## src/rtl/core/tcc_pkg.sv

```systemverilog
// ----------------------------------------------------------------------------
// tcc_pkg: shared definitions for the text console engine
// Geometry, field widths, character codes, item modes and sequencer states.
// ----------------------------------------------------------------------------
package tcc_pkg;

	// Screen geometry
	localparam int COLUMNS = 80;
	localparam int ROWS    = 25;
	localparam int CELLS   = COLUMNS * ROWS;

	localparam int COL_W  = $clog2(COLUMNS);
	localparam int ROW_W  = $clog2(ROWS);
	localparam int CELL_W = $clog2(CELLS);

	// Port field widths
	localparam int MODE_W = 2;
	localparam int CHAR_W = 8;
	localparam int RROW_W = 5;
	localparam int RCOL_W = 7;
	localparam int POS_W  = 11;
	localparam int ATTR_W = 8;
	localparam int DATA_W = ATTR_W + CHAR_W;

	// Item modes
	localparam logic [MODE_W-1:0] MODE_PUT   = 2'd0;
	localparam logic [MODE_W-1:0] MODE_READ  = 2'd1;
	localparam logic [MODE_W-1:0] MODE_CLEAR = 2'd2;

	// Character codes
	localparam logic [CHAR_W-1:0] CH_BS      = 8'h08;
	localparam logic [CHAR_W-1:0] CH_TAB     = 8'h09;
	localparam logic [CHAR_W-1:0] CH_LF      = 8'h0A;
	localparam logic [CHAR_W-1:0] CH_CR      = 8'h0D;
	localparam logic [CHAR_W-1:0] BLANK_CHAR = 8'h20;
	localparam int                TAB_STOP   = 8;

	localparam logic [ATTR_W-1:0] ATTR_RESET  = 8'h0F;
	localparam logic [DATA_W-1:0] RESET_BLANK = {ATTR_RESET, BLANK_CHAR};

	typedef enum logic [2:0] {
		ST_INIT,
		ST_IDLE,
		ST_EXEC,
		ST_WALK,
		ST_FINISH
	} state_t;

	// Cursor update produced for one put character
	typedef struct packed {
		logic [COL_W-1:0] col;
		logic [ROW_W-1:0] row;
		logic             write_en;
		logic             scroll;
	} cursor_upd_t;

endpackage

```

## src/rtl/core/tcc_cursor.sv

```systemverilog
// ----------------------------------------------------------------------------
// tcc_cursor: cursor update for one put character
// Decode the control codes, advance and wrap the column, advance the row and
// flag a scroll when the row runs past the bottom.
// ----------------------------------------------------------------------------
module tcc_cursor (
	input  logic [tcc_pkg::COL_W-1:0]  col,
	input  logic [tcc_pkg::ROW_W-1:0]  row,
	input  logic [tcc_pkg::CHAR_W-1:0] char_code,
	output tcc_pkg::cursor_upd_t       upd
);
	import tcc_pkg::*;

	logic [COL_W:0] col_ext;
	logic [COL_W:0] col_nx;
	logic [ROW_W:0] row_nx;
	logic           row_inc;
	logic           wr;

	always_comb begin
		col_ext = {1'b0, col};
		col_nx  = col_ext;
		row_inc = 1'b0;
		wr      = 1'b0;
		unique case (char_code)
			CH_BS: begin
				if (col != '0) begin
					col_nx = col_ext - 1'b1;
				end
			end
			CH_TAB: begin
				col_nx = (col_ext + (COL_W+1)'(TAB_STOP)) & ~((COL_W+1)'(TAB_STOP - 1));
			end
			CH_CR: begin
				col_nx = '0;
			end
			CH_LF: begin
				col_nx  = '0;
				row_inc = 1'b1;
			end
			default: begin
				if (char_code >= BLANK_CHAR) begin
					wr     = 1'b1;
					col_nx = col_ext + 1'b1;
				end
			end
		endcase

		// wrap at the right edge
		if (col_nx >= (COL_W+1)'(COLUMNS)) begin
			col_nx  = '0;
			row_inc = 1'b1;
		end

		row_nx       = {1'b0, row} + (ROW_W+1)'(row_inc);
		upd.col      = col_nx[COL_W-1:0];
		upd.write_en = wr;
		upd.scroll   = (row_nx >= (ROW_W+1)'(ROWS));
		upd.row      = upd.scroll ? ROW_W'(ROWS - 1) : row_nx[ROW_W-1:0];
	end

endmodule

```

## config.mk

```make
export PLATFORM = sky130hd
export DESIGN_NAME = tcc_cursor
export DESIGN_NICKNAME = d
export VERILOG_FILES = /design/src/rtl/core/tcc_pkg.sv /design/src/rtl/core/tcc_cursor.sv
export SDC_FILE = /design/constraint.sdc
export NUM_CORES = 1
export LEC_CHECK = 0
export ABC_AREA = 1
export BUFFER_PORTS_ARGS = -buffer_cell sky130_fd_sc_hd__buf_4
export CORE_MARGIN = 3
export CORE_UTILIZATION = 40
export DETAILED_ROUTE_END_ITERATION = 8
export PLACE_DENSITY = 0.68
export RECOVER_POWER = 25
export REMOVE_ABC_BUFFERS = 1
export SYNTH_ARGS = -nofsm -noshare
export SYNTH_HDL_FRONTEND = slang
export SYNTH_SLANG_ARGS = --single-unit
```

## constraint.sdc

```tcl
create_clock -name vclk -period 2.4
set_clock_uncertainty 0.1 [all_clocks]
set_input_delay 0.12 -clock vclk [all_inputs]
set_output_delay 0.12 -clock vclk [all_outputs]
set_load 0.02 [all_outputs]
```

==> results.py, run 1 <==
metrics = {
    "synthesis": {
        "synth-simple-area-share_pct": 62.1,
        "synth_top_area_share_pct": 13.5,
        "syn_inst": 156,
        "muxShareOfSynthArea_pct": 0,
        "seq_area_frac_synth_pct": 0,
        "synth_compound_area_share_pct": 9.84,
        "synthXorXnorAreaFrac_pct": 7.09,
        "yosys.area_share.adder_pct": 8.68,
        "synth.most_common_cell": "nand2_1",
        "synth_top_family_by_area": "simple AND/OR/NAND/NOR gates",
        "synth_area_um2": 865,
        "synth_commonest_cells": "nand2_1, nor2_1, nand3_1, inv_1, nor2_2",
        "ys_types": 26,
        "ys_warn_count": 0,
        "yosysTopAreaCell": "nand2_1",
        "synth.area.top_cells": "nand2_1, nand3_1, nor2_1, ha_1, inv_1",
        "avgSynthCellArea_um2": 5.54,
    },
    "floorplan": {
        "io_pins": 34,
        "initial_core_util_pct": 43.2,
        "die_y_um": 52.5,
        "row_count": 16,
        "die_x_um": 52.5,
    },
    "grt": {
        "grt_usage_pct": 68.7,
        "grt_max_degree": 8,
        "overflow": 65,
    },
    "status": {
        "stop_stage": "5_1_grt",
        "stop_error": "[ERROR GRT-0232] Routing congestion too high. Check the congestion heatmap in the GUI.",
        "outcome": "stopped before the end",
    },
    "placed_design": {
        "dp_hpwl_mm": 2.58,
        "place.gp.congestion": 0.884,
        "numPortBuffers": 34,
        "placed_cell_area_um2": 1440,
    },
    "timing": {
        "worst-endpoint-pin-kind": "top-level output",
        "crit_endpoint": "upd[0]",
    },
    "clock_network": {
        "postCtsHoldBufs": 0,
    },
}
-- repair_timing --
action / 4_1_cts
setup endpoints to repair: 6
pin swaps: 35
gates resized for setup: 57
buffers inserted: 22
-- logic make-up after synthesis --
logic type	Yosys count
buffers and inverters	25
XOR/XNOR	7
AND/OR/NAND/NOR	105
adder cells (fa/ha/maj)	6
AO/OA/AOI/OAI	13
-- routing by layer --
layer / overflow / track usage [%]
met4: 32 / 89.8
met2: 32 / 92.4
met5: 0 / 0
met1: 0 / 61.1
met3: 1 / 43.0
-- per-stage QoR --
step           setup WS [ns]  std cells
2_1_floorplan         -0.263        153
3_3_place_gp          -0.174        255
3_5_place_dp          -0.348        255
4_1_cts               -0.144        277
==> inputs of run 2 (changes only) <==
CORE_AREA = 3 3 64 66   (was default)
CORE_MARGIN = default   (was 3)
CORE_UTILIZATION = default   (was 40)
DIE_AREA = 0 0 67 69   (was default)
PLACE_DENSITY = default   (was 0.68)
PLACE_DENSITY_LB_ADDON = 0.15   (was default)
==> run 2 against run 1 <==
Synthesized area did not move. Synthesized cell count did not move. The flow now finishes, with violations (negative setup slack).
==> results.py, run 2 <==
metrics = {
    "power": {
        "powerDensity_nw_per_um2": 182,
        "leakage_nw": 0.936,
        "finalPower_mw": 0.336,
        "ir_worst_vdd_uv": 68.8,
    },
    "grt": {
        "grt_max_degree": 8,
        "grt_usage_pct": 13.8,
        "overflow": 0,
        "antenna_found_initial": 0,
        "grt_pass1_wl_mm": 5.33,
        "grt_pass1_vias": 1242,
    },
    "worst_setup_path": {
        "worstSetupPathType": "input port to output port",
        "cp_data_required_time_ns": 2.18,
        "worstPathArrival_ns": 2.31,
        "cp_max_fo": 4,
        "startpoint_type": "input port",
        "end_kind": "output port",
    },
    "final_layout": {
        "final_cell_mix": "buf_4, nand2_1, nand3_1, nor2_1, nor2_2",
        "num-clock-buffers": 0,
        "regArea_um2": 0,
        "seq_cell_count": 0,
        "antenna_cells": 0,
        "drive_gt1_share_pct": 63.9,
        "final_common_cell": "buf_4",
        "fin_nets": 272,
        "synthToLayoutAreaGrowth_pct": 113,
        "fin_area_um2": 1840,
        "fillers": 370,
    },
    "placed_design": {
        "place.gp.congestion": 0.832,
        "numPortBuffers": 34,
        "placed_cell_area_um2": 1500,
        "dp_hpwl_mm": 2.54,
    },
    "synthesis": {
        "synthXorXnorAreaFrac_pct": 7.09,
        "synth_compound_area_share_pct": 9.84,
        "seq_area_frac_synth_pct": 0,
        "synth_top_area_share_pct": 13.5,
        "yosysTopAreaCell": "nand2_1",
        "ys_warn_count": 0,
        "synth-simple-area-share_pct": 62.1,
        "muxShareOfSynthArea_pct": 0,
        "ys_types": 26,
        "avgSynthCellArea_um2": 5.54,
        "synth_top_family_by_area": "simple AND/OR/NAND/NOR gates",
        "synth.most_common_cell": "nand2_1",
        "synth_area_um2": 865,
        "yosys.area_share.adder_pct": 8.68,
        "syn_inst": 156,
        "synth_commonest_cells": "nand2_1, nor2_1, nand3_1, inv_1, nor2_2",
        "synth.area.top_cells": "nand2_1, nand3_1, nor2_1, ha_1, inv_1",
    },
    "timing": {
        "rsz0062_at_grt": "yes",
        "fin_crit_ns": 2.53,
        "fin_crit_sh_pct": 106,
        "worst_pin_slew_ns": 0.340,
        "max_freq_mhz": 395,
        "setup_ws_ns": -0.134,
        "setup_viol": 5,
        "hold_viol": 0,
        "slew_headroom_pct": 77.2,
        "maxSlewViolCount": 0,
    },
    "floorplan": {
        "die_y_um": 69,
        "die_area_um2": 4620,
        "coreArea_um2": 3630,
        "die_x_um": 67,
        "io_pins": 34,
        "row_count": 22,
        "initial_core_util_pct": 23.8,
    },
    "detailed_routing": {
        "vias_per_cell": 4.42,
        "wl_met3_um": 83,
        "wl_mm": 3.13,
        "met1_length_mm": 1.27,
        "ant_nets": 0,
        "top_layer_used": "met3",
        "vias": 1290,
        "remaining_drc_errors": 0,
        "routedWlPerCell_um": 10.7,
        "drtIter0Drc": 21,
        "drt_pass1_iterations": 2,
        "wl_met2_mm": 1.77,
    },
    "run": {
        "maxCapViolCount": 0,
    },
    "status": {
        "outcome": "finished with violations",
        "violations": "negative setup slack",
    },
    "hold_path": {
        "hold_path_class": "input port to output port",
    },
    "clock_network": {
        "postCtsHoldBufs": 0,
    },
}
[run 2: cell counts after synthesis]
No cell type changed its count.
[run 2: power by group]
part           internal [mW]  total [mW]  switching (mW)
Combinational          0.171       0.336           0.165
Sequential                 0           0               0
Clock                      0           0               0
Total                  0.171       0.336           0.165
[run 2: logic make-up after synthesis]
kind of cell             after synthesis
AND/OR/NAND/NOR                      105
buffers and inverters                 25
AO/OA/AOI/OAI                         13
XOR/XNOR                               7
adder cells (fa/ha/maj)                6
[run 2: worst max-delay path: stages]
cell and delay (ns):
buf_8 0.11, buf_6 0.11, nor2_4 0.10, nand2_2 0.09, nor2_4 0.14, nor2_4 0.05, buf_6 0.11, a211oi_4 0.27
nand3_4 0.10, ha_4 0.18, ha_4 0.16, xor2_1 0.13, inv_1 0.08, nand3_2 0.06, nand3b_1 0.12, nand2_2 0.11
nor2_1 0.11, buf_4 0.15
[run 2: worst paths after layout]
check | slack, ns | endpoint | cells past startpoint | from
hold / removal | 0.53 | upd[5] | 4 | row[3]
setup / recovery | -0.13 | upd[3] | 18 | col[3]
[run 2: what timing repair did]
item                                    CTS  global route
pin swaps                                21            20
gates resized for setup                  42            15
endpoints found under the setup margin    6             6
setup buffers                             7             7
[run 2: area by class of cell]
type / instances / area (um2) / area share (%)
multi-input combinational: 131 / 950 / 51.6
tap: 48 / 60.1 / 3.26
timing repair buffer: 91 / 749 / 40.7
inverter: 22 / 82.6 / 4.48
[run 2: stage by stage]
step | setup slack (ns) | hold WS, ns | cells | util [%] | setup TNS (ns)
detailed placement | -0.368 | 0.533 | 278 | 41.4 | -1.72
floorplan | -0.263 | 0.335 | 153 | - | -0.789
CTS | -0.176 | 0.528 | 285 | 47.8 | -0.630
global route | -0.307 | 0.543 | 292 | 50.7 | -1.43
finish | -0.134 | 0.526 | 292 | 50.7 | -0.447
global placement | -0.242 | 0.517 | 278 | 41.4 | -1.17
[run 2: routing by layer]
metal  up-vias  track usage (%)
met5         -                0
met4         0                0
met3         0            0.163
met2        21             27.3
met1       598             17.1
li1        671                -
(Power assumes the default switching activity.)
==> inputs of run 3 (changes only) <==
clock period = 3.05 ns   (was 2.4 ns; I/O delays follow)
==> run 3 against run 2 <==
The flow now finishes without violations. Highest routed layer unchanged. Largest cell class unchanged. Largest power group unchanged. Critical endpoint is now upd[2]. Final area is 35% lower. Critical path depth up 3. Sequential share of layout area unchanged.
==> results.py, run 3 (synthesis results as in run 2) <==
metrics = {
    "detailed_routing": {
        "drtIter0Drc": 31,
        "remaining_drc_errors": 0,
        "wl_met3_um": 124,
        "drt_pass1_iterations": 4,
        "vias_per_cell": 4.44,
        "met1_length_mm": 1.14,
        "wl_met2_mm": 1.28,
        "routedWlPerCell_um": 10.7,
        "vias": 1053,
        "top_layer_used": "met3",
        "ant_nets": 0,
        "wl_mm": 2.54,
    },
    "worst_setup_path": {
        "cp_data_required_time_ns": 2.80,
        "worstPathArrival_ns": 2.49,
        "cp_max_fo": 5,
        "startpoint": "col[3]",
        "worstSetupPathType": "input port to output port",
        "endpoint": "upd[2]",
        "startpoint_type": "input port",
        "end_kind": "output port",
    },
    "final_layout": {
        "final_cell_mix": "buf_4, nand2_1, nor2_1",
        "drive_gt1_share_pct": 38.6,
        "synthToLayoutAreaGrowth_pct": 38.6,
        "num-clock-buffers": 0,
        "layout.cells.non_filler": 237,
        "final_common_cell": "buf_4",
        "fin_nets": 217,
        "seq_cell_count": 0,
        "antenna_cells": 0,
        "fillers": 424,
        "regArea_um2": 0,
    },
    "floorplan": {
        "die_area_um2": 4620,
        "io_pins": 34,
        "initial_core_util_pct": 23.8,
        "coreArea_um2": 3630,
        "die_y_um": 69,
        "die_x_um": 67,
        "row_count": 22,
    },
    "grt": {
        "grt_usage_pct": 11.0,
        "grt_pass1_wl_mm": 4.29,
        "antenna_found_initial": 0,
        "overflow": 0,
        "grt_pass1_vias": 971,
        "grt_max_degree": 11,
    },
    "power": {
        "leakage_nw": 0.631,
        "ir_worst_vdd_uv": 61.8,
        "powerDensity_nw_per_um2": 150,
    },
    "timing": {
        "slew_headroom_pct": 76.6,
        "max_freq_mhz": 365,
        "worst_pin_slew_ns": 0.348,
        "rsz0062_at_grt": "no",
        "fin_crit_sh_pct": 89.9,
        "maxSlewViolCount": 0,
        "hold_viol": 0,
        "tns_ns": 0,
        "setup_viol": 0,
        "fin_crit_ns": 2.74,
    },
    "clock_network": {
        "postCtsHoldBufs": 0,
    },
    "placed_design": {
        "place.gp.congestion": 0.832,
        "numPortBuffers": 34,
        "dpl.cell_count": 235,
        "dp_hpwl_mm": 2.20,
    },
    "status": {
        "outcome": "complete, no violations",
    },
    "run": {
        "maxCapViolCount": 0,
    },
    "hold_path": {
        "hold_path_class": "input port to output port",
    },
}
run 3: cell types whose count changed in the layout (fill, tap and decap cells not counted), sizes merged:
cell  delta
buf     -55
run 3: final cells by class:
type                            count  area, um2  area share (%)
Tap cell                           48       60.1            5.01
Timing Repair Buffer               36        270            22.5
Inverter                           22       85.1            7.10
Multi-Input combinational cell    131        783            65.3
run 3: worst min path at each step:
stage | startpoint | to | slack [ns] | cells after the start
2_1_floorplan | row[2] | upd[4] | 0.40 | 3
3_3_place_gp | row[3] | upd[5] | 0.58 | 4
3_5_place_dp | row[3] | upd[5] | 0.59 | 4
4_1_cts | row[3] | upd[5] | 0.59 | 4
5_1_grt | row[3] | upd[5] | 0.63 | 4
6_report | row[3] | upd[5] | 0.59 | 4
run 3: routing by layer:
layer / vias up / global-route usage, %
li1: 564 / -
met1: 461 / 15.1
met2: 28 / 20.0
met3: 0 / 0.163
met4: 0 / 0
met5: - / 0
run 3: worst max-delay path, cell delays in order:
cell	delay, ns
buf_4	0.14
ha_1	0.21
nand2_1	0.10
inv_1	0.05
nor2_2	0.11
nand3_1	0.08
nand2_1	0.07
inv_1	0.04
nor2_1	0.16
nor2_4	0.05
nand2_2	0.08
nand2_4	0.05
nand3_1	0.07
ha_2	0.19
ha_1	0.18
nand3_1	0.10
xor2_1	0.19
nand3b_1	0.12
nand2_1	0.13
nor2_1	0.06
buf_4	0.15
run 3: power breakdown:
part | leakage, nW | total [mW] | internal, mW | switching, mW
sequential | 0 | 0 | 0 | 0
combinational | 0.631 | 0.179 | 0.0761 | 0.103
clock | 0 | 0 | 0 | 0
total | 0.631 | 0.179 | 0.0761 | 0.103
run 3: timing repair:
item | in CTS | in global routing
setup buffers | 0 | 2
resized for setup | 0 | 9
endpoints found under the setup margin | 0 | 5
run 3: metrics by stage:
| step | total power, mW | hold WS [ns] | area, um2 | setup WS (ns) | utilization [%] |
|---|---|---|---|---|---|
| global route | 0.200 | 0.634 | 1200 | 0.0262 | 33.0 |
| CTS | 0.178 | 0.592 | 1160 | 0.129 | 31.8 |
| floorplan | 0.102 | 0.400 | 841 | 0.322 | - |
| finish | 0.179 | 0.594 | 1200 | 0.307 | 33.0 |
| detailed placement | 0.177 | 0.592 | 1160 | 0.136 | 31.8 |
| global placement | 0.176 | 0.585 | 1160 | 0.233 | 31.8 |
