### src/rtl/core/tcc_pkg.sv
// ----------------------------------------------------------------------------
// tcc_pkg: shared definitions for the text console engine
// Geometry, field widths, character codes, item modes and sequencer states.
// ----------------------------------------------------------------------------
package tcc_pkg;

	// Screen geometry
	localparam int COLUMNS = 80;
	localparam int ROWS    = 25;
	localparam int CELLS   = COLUMNS * ROWS;

	localparam int COL_W  = $clog2(COLUMNS);
	localparam int ROW_W  = $clog2(ROWS);
	localparam int CELL_W = $clog2(CELLS);

	// Port field widths
	localparam int MODE_W = 2;
	localparam int CHAR_W = 8;
	localparam int RROW_W = 5;
	localparam int RCOL_W = 7;
	localparam int POS_W  = 11;
	localparam int ATTR_W = 8;
	localparam int DATA_W = ATTR_W + CHAR_W;

	// Item modes
	localparam logic [MODE_W-1:0] MODE_PUT   = 2'd0;
	localparam logic [MODE_W-1:0] MODE_READ  = 2'd1;
	localparam logic [MODE_W-1:0] MODE_CLEAR = 2'd2;

	// Character codes
	localparam logic [CHAR_W-1:0] CH_BS      = 8'h08;
	localparam logic [CHAR_W-1:0] CH_TAB     = 8'h09;
	localparam logic [CHAR_W-1:0] CH_LF      = 8'h0A;
	localparam logic [CHAR_W-1:0] CH_CR      = 8'h0D;
	localparam logic [CHAR_W-1:0] BLANK_CHAR = 8'h20;
	localparam int                TAB_STOP   = 8;

	localparam logic [ATTR_W-1:0] ATTR_RESET  = 8'h0F;
	localparam logic [DATA_W-1:0] RESET_BLANK = {ATTR_RESET, BLANK_CHAR};

	typedef enum logic [2:0] {
		ST_INIT,
		ST_IDLE,
		ST_EXEC,
		ST_WALK,
		ST_FINISH
	} state_t;

	// Cursor update produced for one put character
	typedef struct packed {
		logic [COL_W-1:0] col;
		logic [ROW_W-1:0] row;
		logic             write_en;
		logic             scroll;
	} cursor_upd_t;

endpackage

### src/rtl/core/tcc_index.sv
// ----------------------------------------------------------------------------
// tcc_index: linear cell index unit
// Map a row and column to row*COLUMNS+col; shared by writes, reads and the
// reported cursor position.
// ----------------------------------------------------------------------------
module tcc_index (
	input  logic [tcc_pkg::ROW_W-1:0]  row,
	input  logic [tcc_pkg::COL_W-1:0]  col,
	output logic [tcc_pkg::CELL_W-1:0] idx
);
	import tcc_pkg::*;

	assign idx = CELL_W'(row) * CELL_W'(COLUMNS) + CELL_W'(col);

endmodule

### config.mk
export PLATFORM = sky130hd
export DESIGN_NAME = tcc_index
export DESIGN_NICKNAME = d
export VERILOG_FILES = /design/src/rtl/core/tcc_pkg.sv /design/src/rtl/core/tcc_index.sv
export SDC_FILE = /design/constraint.sdc
export NUM_CORES = 1
export LEC_CHECK = 0
export BUFFER_PORTS_ARGS = -buffer_cell sky130_fd_sc_hd__buf_2
export CAP_MARGIN = 30
export CORE_AREA = 4 4 41 43
export DETAILED_ROUTE_END_ITERATION = 8
export DIE_AREA = 0 0 45 47
export PLACE_DENSITY_LB_ADDON = 0.05
export SLEW_MARGIN = 20
export SYNTH_ARGS = -nofsm -noshare
export SYNTH_HDL_FRONTEND = slang
export SYNTH_SLANG_ARGS = --single-unit
### constraint.sdc
create_clock -name vclk -period 3.9
set_input_delay 0.585 -clock vclk [all_inputs]
set_output_delay 0.585 -clock vclk [all_outputs]
set_load 0.05 [all_outputs]
Word level (Yosys, flattened, before mapping)
Cells that the tools add are included.

storage, ports and cells
  flip-flop bits (word level) = 0
  output and inout port bits = 11
  input bits = 12
  word-level logic and storage cells = 2

cells by class
  $mul = 1
  $add $sub $neg = 1

operators by type and width
  operator             number
  $add 11x7->11        1
  $mul 5x3->7 const B  1

Depth between registers and ports, before layout
Gate-level depths: netlist of run 1.

  word-level depth = 2
  gate-level depth with buffers = 7
  mapped depth without buffers = 7

Worst setup path after synthesis of run 1
No wires, ideal clock.

  kind = input -> output
  start point = in row[1] (netlist bit)
  end point = out idx[10] (netlist bit)
  slack = 0.570 ns
  required time = 3.315 ns
  cell stages on the path = 7
  path buffers = 0
  arrival time = 2.745 ns
  path through = ha_1 > ha_1 > fa_1 > xor2_1 > nand4_1 > xnor2_1 > xnor2_1

on the way
  cells in the longest elaborated chain, start to end = 2

RTL lines
  item             line             source
  start, declared  tcc_index.sv:7   input logic [tcc_pkg::ROW_W-1:0] row,
  $mul 5x3->7      tcc_index.sv:13  assign idx = CELL_W'(row) * CELL_W'(COLUMNS) + CELL_W'(col);
  $add 11x7->11    tcc_index.sv:13
  end, declared    tcc_index.sv:9   output logic [tcc_pkg::CELL_W-1:0] idx

No other way between the ends.

Final worst setup path of run 1
Same ends and word-level chain as after synthesis.

==> results of run 1 <==
## area by class of cell
class	instances	area (µm²)
multi-input cells	27	264
repair buffers	15	75.1
fillers	158	943
well taps	15	18.8
## metal layers
metal / wire [µm] / vias up
li1: - / 127
met1: 257 / 109
met2: 273 / 6
met3: 37 / 4
met4: 8 / 0
met5: 0 / -
## final timing paths
check	startpoint	to	cells after the start
setup / recovery	row[1]	idx[10]	9
hold / removal	col[2]	idx[2]	0
## kinds of logic (layout without fill, tap and decap cells)
group,Yosys count,count (layout),synth area share
adder cells (fa/ha/maj),11,11,0.519
XOR/XNOR,7,7,0.209
AO/OA/AOI/OAI,5,5,0.111
AND/OR/NAND/NOR,4,4,0.0596
buffers and inverters,4,15,0.102
## where the power goes
group,internal [mW],switching (mW),total [mW]
sequential,0,0,0
clock,0,0,0
combinational,0.0360,0.0906,0.127
total,0.0360,0.0906,0.127
## cells in the final DEF (no fill, tap or decap)
cell type,instances
nand4_1,1
fa_1,2
xor2_1,3
buf_2,15
a21oi_1,2
ha_1,9
a21o_1,3
nor2_1,1
nand2_1,2
xnor2_1,4
==> flow_summary.yaml, run 1 <==
run:
  maximum_capacitance_violations: 0
placement:
  pre_cts_slack_ps: 724
  portBuffers: 15
  detailedPlacementHpwl_um: 554
  finalWeightedCongestion: 0.611
  post-place-cells: 57
  placedInstanceArea_um2: 358
setup_path:
  element_type_at_the_critical_path_start: "primary input"
  max_stage_delay_ps: 380
  crit_path_end_kind: "output pin"
  path_delay_family: "adder cells"
  cp.required_ps: 3310
  worst_ep_arrival_time_ps: 2570
  critPathKind: "primary input to output pin"
  critical_path.cell_chain: "buf_2 -> ha_1 -> ha_1 -> fa_1 -> xor2_1 -> nand4_1 -> xnor2_1 -> xnor2_1 -> buf_2"
  cp_slowest_cell: "fa_1"
  path_max_fanout: 3
  critPathBufInv: 2
cells_and_area:
  finish.net_count: 67
  fin_area_um2: 358
  post-route-util: 0.275
  final_std_cells_w_o_fill: 57
  flow.area_growth_from_synthesis_pct: 21.7
  drive_above_1_share: 0.357
  insertedDiodeCount: 0
  sequential_cell_area_um2: 0
  nFlopsAndLatches: 0
  clock_buffer_count: 0
power_and_ir_drop:
  cellPowerDensity_nw_per_um2: 354
  vdd_ir_drop_max_mv: 0.100
  post-layout-total-power_mw: 0.127
  static-leakage-power_nw: 0.208
global_route:
  largest_net_degree_at_the_start_of_global_routing: 5
  grt_pass1_wl_um: 1040
  all_layer_gr_usage: 0.0624
  grt-busiest-layer: "met2"
  met2_global_route_usage: 0.105
  grt_pass1_vias: 267
  antenna_found_initial: 0
  grt.met1_usage: 0.0862
  gr-usage-met3: 0.00383
  globalRouteOverflowTotal: 0
synthesis:
  netlist_top_cells_count: "ha_1 (9), buf_4 (4), xnor2_1 (4)"
  synth.avg_cell_area_um2: 9.48
  area_fraction_of_the_dominant_cell_type_after_synthesis: 0.383
  yosys_warnings: 0
  ys_seq_area_frac: 0
  synthesis.nets: 54
  post_synth_num_cell_types: 10
  synth.largest_area_cell: "ha_1"
  netlist_top_cells_area: "ha_1 (38%), fa_1 (14%), xnor2_1 (12%), buf_4 (10%), xor2_1 (8.9%)"
  synthCells: 31
  yosys.cell_count.top_type: "ha_1"
  synth_area_um2: 294
clock_network:
  post_cts_setup_bufs: 0
  cts_repair_resize_count: 0
  cts_hold_buf: 0
floorplan:
  io_pins: 23
  floorplan.core_area_um2: 1300
  fp-row-count: 13
  die_width_um: 45
  die_height_um: 47
  initial_utilization: 0.226
  die_area_um2: 2120
timing:
  final_worst_path_period_share: 0.808
  final-setup-viol-count: 0
  fin_tns_setup_ps: 0
  fmax_ghz: 0.317
  worst_slew_pin_slew_ps: 252
  finalCriticalPeriod_ps: 3150
  hold_violations: 0
  final-max-slew-violation-count: 0
  grt_setup_unrepaired: "no"
  relative_slew_slack: 0.833
  final.setup.worst_slack_ps: 748
  final.hold.worst_slack_ps: 1170
detailed_routing:
  routed_wl_um: 576
  route.detailed.drc: 0
  drt-pass1-iter-count: 1
  drt.antenna.violating_nets: 0
  avgViaCountPerCell: 4.32
  routed_wire_length_per_instance_um: 10.1
  vias: 246
  drt_iter0_drc: 0
min_path:
  hp-class: "primary input to output pin"
status:
  run_status: "complete, no violations"
Note: power is estimated with default switching activity, not from simulation.
==> run 2, diff against run 1 <==
clock period = 3 ns   (was 3.9 ns; I/O delays follow)
==> run 2 against run 1 <==
  * Final area is 7.0% higher
  * Sequential cell count did not move
  * First-iteration DRC count is the same
  * Critical path type unchanged
  * Critical endpoint unchanged
  * Highest routed layer unchanged
==> flow_summary.yaml, run 2 (synthesized netlist as in run 1, its figures left out) <==
cells_and_area:
  flow.area_growth_from_synthesis_pct: 30.2
  sequential_cell_area_um2: 0
  num-fill-cells: 154
  layout_commonest_cell: "buf_2"
  insertedDiodeCount: 0
  finish.net_count: 68
  clock_buffer_count: 0
  drive_above_1_share: 0.419
  nFlopsAndLatches: 0
  post-route-util: 0.294
  fin_area_um2: 383
  layout_common_cells: "buf_2 (14), ha_1 (9), a21o_1 (3), xor2_1 (3)"
  multi_input_gate_area_um2: 279
power_and_ir_drop:
  vdd_ir_drop_max_mv: 0.156
  static-leakage-power_nw: 0.225
  post-layout-total-power_mw: 0.175
  cellPowerDensity_nw_per_um2: 458
floorplan:
  io_pins: 23
  die_area_um2: 2120
  initial_utilization: 0.226
  fp-row-count: 13
  floorplan.core_area_um2: 1300
  die_width_um: 45
  die_height_um: 47
placement:
  detailedPlacementHpwl_um: 595
  finalWeightedCongestion: 0.624
  portBuffers: 15
  placedInstanceArea_um2: 373
timing:
  final_worst_path_period_share: 0.959
  hold_violations: 0
  finalCriticalPeriod_ps: 2880
  final-setup-viol-count: 0
  worst_slew_pin_slew_ps: 253
  relative_slew_slack: 0.832
  fmax_ghz: 0.348
  grt_setup_unrepaired: "no"
  final-max-slew-violation-count: 0
  fin_tns_setup_ps: 0
status:
  run_status: "complete, no violations"
detailed_routing:
  drt_iter0_drc: 0
  drt-pass1-iter-count: 1
  routed_wl_um: 631
  route.detailed.drc: 0
  drt.antenna.violating_nets: 0
  routed_wire_length_per_instance_um: 10.9
  vias: 246
  avgViaCountPerCell: 4.24
global_route:
  grt_pass1_vias: 265
  antenna_found_initial: 0
  grt_pass1_wl_um: 1090
  all_layer_gr_usage: 0.0655
  globalRouteOverflowTotal: 0
  largest_net_degree_at_the_start_of_global_routing: 5
min_path:
  hp-class: "primary input to output pin"
setup_path:
  critPathLaunch: "row[1]"
  path_max_fanout: 3
  critPathKind: "primary input to output pin"
  setup.worst_path.end: "idx[10]"
  worst_ep_arrival_time_ps: 2430
  crit_path_end_kind: "output pin"
  cp.required_ps: 2550
  element_type_at_the_critical_path_start: "primary input"
clock_network:
  cts_repair_resize_count: 0
  post_cts_setup_bufs: 0
  cts_hold_buf: 0
run:
  maximum_capacitance_violations: 0
## run 2: cell count changes in the layout (fill, tap and decap cells not counted)
cell	previous run	this run
buf_4	0	1
clkbuf_4	0	1
xnor2_2	0	2
xnor2_1	4	2
buf_2	15	14
## run 2: cell type report
class	count	area share
Timing Repair Buffer	16	0.222
Tap cell	15	0.0490
Multi-Input combinational cell	27	0.729
## run 2: through the flow
step	worst slack, ps	hold slack (ps)	cells
2_1_floorplan	146	1070	31
3_3_place_gp	61.8	901	58
3_5_place_dp	83.6	901	58
4_1_cts	80.9	901	58
5_1_grt	9.20	900	58
6_report	124	900	58
## run 2: power by group
group,total (mW),switching [mW],internal [mW]
Sequential,0,0,0
Clock,0,0,0
Combinational,0.175,0.121,0.0541
## run 2: layer usage
| layer | GRT usage | vias to the layer above | routed length, µm |
|---|---|---|---|
| met4 | 0.0175 | 0 | 8 |
| met3 | 0.00766 | 4 | 65 |
| met1 | 0.0862 | 105 | 253 |
| li1 | - | 130 | - |
| met5 | 0 | - | 0 |
| met2 | 0.113 | 7 | 304 |
## run 2: worst max-delay path: stages
cell and delay (ps):
buf_2 130, ha_1 290, ha_1 220, fa_1 370
xor2_1 190, nand4_1 180, xnor2_2 230, xnor2_2 120
clkbuf_4 240
## run 2: how the worst min path moves through the flow
stage / slack, ps / cells after the start / startpoint / to
3_5_place_dp: 900 / 0 / col[2] / idx[2]
5_1_grt: 900 / 0 / col[2] / idx[2]
4_1_cts: 900 / 0 / col[2] / idx[2]
3_3_place_gp: 900 / 0 / col[2] / idx[2]
6_report: 900 / 0 / col[2] / idx[2]
2_1_floorplan: 1070 / 1 / col[0] / idx[0]
==> run 3, diff against run 2 <==
--- a/config.mk
+++ b/config.mk
@@ -6,5 +6,5 @@
 export NUM_CORES = 1
 export LEC_CHECK = 0
-export BUFFER_PORTS_ARGS = -buffer_cell sky130_fd_sc_hd__buf_2
+export BUFFER_PORTS_ARGS = -buffer_cell sky130_fd_sc_hd__buf_4
 export CAP_MARGIN = 30
 export CORE_AREA = 4 4 41 43
==> constraint.sdc (replaced) <==
create_clock -name vclk -period 3
set_input_delay 0.45 -clock vclk [all_inputs]
set_output_delay 0.45 -clock vclk [all_outputs]
set_load 0.1 [all_outputs]
==> run 3 against run 2 <==
  * Critical path depth did not move
  * Combinational power grew 70%
  * Final area grew 19%
  * Setup slack improved by 6.2 ps
  * Non-clock buffer count rose by 1
  * Sequential cell count did not move
  * Highest routed layer unchanged
  * Hold slack hardly changed
  * Critical path type unchanged
==> flow_summary.yaml, run 3 (synthesized netlist as in run 1, its figures left out) <==
global_route:
  largest_net_degree_at_the_start_of_global_routing: 5
  globalRouteOverflowTotal: 0
  grt_pass1_vias: 278
  grt_pass1_wl_um: 1210
  all_layer_gr_usage: 0.0742
  antenna_found_initial: 0
detailed_routing:
  drt.antenna.violating_nets: 0
  route.detailed.drc: 0
  routed_wire_length_per_instance_um: 12.7
  drt-pass1-iter-count: 3
  avgViaCountPerCell: 4.37
  vias: 258
  routed_wl_um: 751
  drt_iter0_drc: 2
timing:
  final-max-slew-violation-count: 0
  worst_slew_pin_slew_ps: 298
  final_worst_path_period_share: 0.956
  relative_slew_slack: 0.802
  finalCriticalPeriod_ps: 2870
  fin_tns_setup_ps: 0
  final.setup.worst_slack_ps: 131
  final.hold.worst_slack_ps: 900
  hold_violations: 0
  grt_setup_unrepaired: "no"
  final-setup-viol-count: 0
  fmax_ghz: 0.349
power_and_ir_drop:
  vdd_ir_drop_max_mv: 0.430
  static-leakage-power_nw: 0.258
  post-layout-total-power_mw: 0.297
  cellPowerDensity_nw_per_um2: 651
cells_and_area:
  finish.net_count: 69
  insertedDiodeCount: 0
  post-route-util: 0.350
  layout_common_cells: "buf_4 (15), ha_1 (9), xnor2_2 (4), a21o_1 (3)"
  nFlopsAndLatches: 0
  final_std_cells_w_o_fill: 59
  clock_buffer_count: 0
  layout_commonest_cell: "buf_4"
  fin_area_um2: 455
  sequential_cell_area_um2: 0
  drive_above_1_share: 0.500
  flow.area_growth_from_synthesis_pct: 54.9
floorplan:
  die_height_um: 47
  die_width_um: 45
  fp-row-count: 13
  die_area_um2: 2120
  floorplan.core_area_um2: 1300
  initial_utilization: 0.226
  io_pins: 23
setup_path:
  cp_slowest_cell: "fa_1"
  setup.worst_path.end: "idx[10]"
  critPathBufInv: 2
  worst_ep_arrival_time_ps: 2420
  path_max_fanout: 3
  crit_path_end_kind: "output pin"
  critPathLaunch: "row[1]"
  path_delay_family: "adder cells"
  max_stage_delay_ps: 390
  critical_path_cell_count: 9
  cp.required_ps: 2550
  critical_path.cell_chain: "buf_4 -> ha_1 -> ha_1 -> fa_1 -> xor2_1 -> nand4_1 -> xnor2_2 -> xnor2_2 -> buf_6"
  critPathKind: "primary input to output pin"
  element_type_at_the_critical_path_start: "primary input"
placement:
  finalWeightedCongestion: 0.616
  portBuffers: 15
  detailedPlacementHpwl_um: 664
  pre_cts_slack_ps: 31.0
  placedInstanceArea_um2: 440
  post-place-cells: 59
run:
  maximum_capacitance_violations: 0
status:
  run_status: "complete, no violations"
clock_network:
  cts_repair_resize_count: 0
  cts_hold_buf: 0
  post_cts_setup_bufs: 0
min_path:
  hp-class: "primary input to output pin"
  worst_hold_path.num_cells: 0
[run 3: cell types whose count changed in the layout (fill, tap and decap cells not counted), sizes merged]
cell    previous run  this run
buf               15        17
clkbuf             1         0
[run 3: how the worst min path moves through the flow]
stage / from / to / slack (ps)
after detailed placement: col[2] / idx[2] / 900
after CTS: col[2] / idx[2] / 900
final: col[2] / idx[2] / 900
after global placement: col[2] / idx[2] / 900
after global routing: col[2] / idx[2] / 900
after floorplan: col[0] / idx[0] / 1110
[run 3: report_power, final]
group          total (mW)  switching, mW  leakage, nW  internal (mW)
logic               0.297          0.214        0.258         0.0825
registers               0              0            0              0
clock network           0              0            0              0
[run 3: layer usage]
metal  wire length, µm  global-route usage  up-vias
met5                 0                   0        -
met4                 8              0.0175        0
met3                57             0.00766        4
met2               384               0.136        7
met1               300              0.0932      116
li1                  -                   -      131
[run 3: layout make-up]
type,count,area (µm²)
Multi-Input combinational cell,27,302
Fill cell,148,846
Tap cell,15,18.8
Timing Repair Buffer,17,135
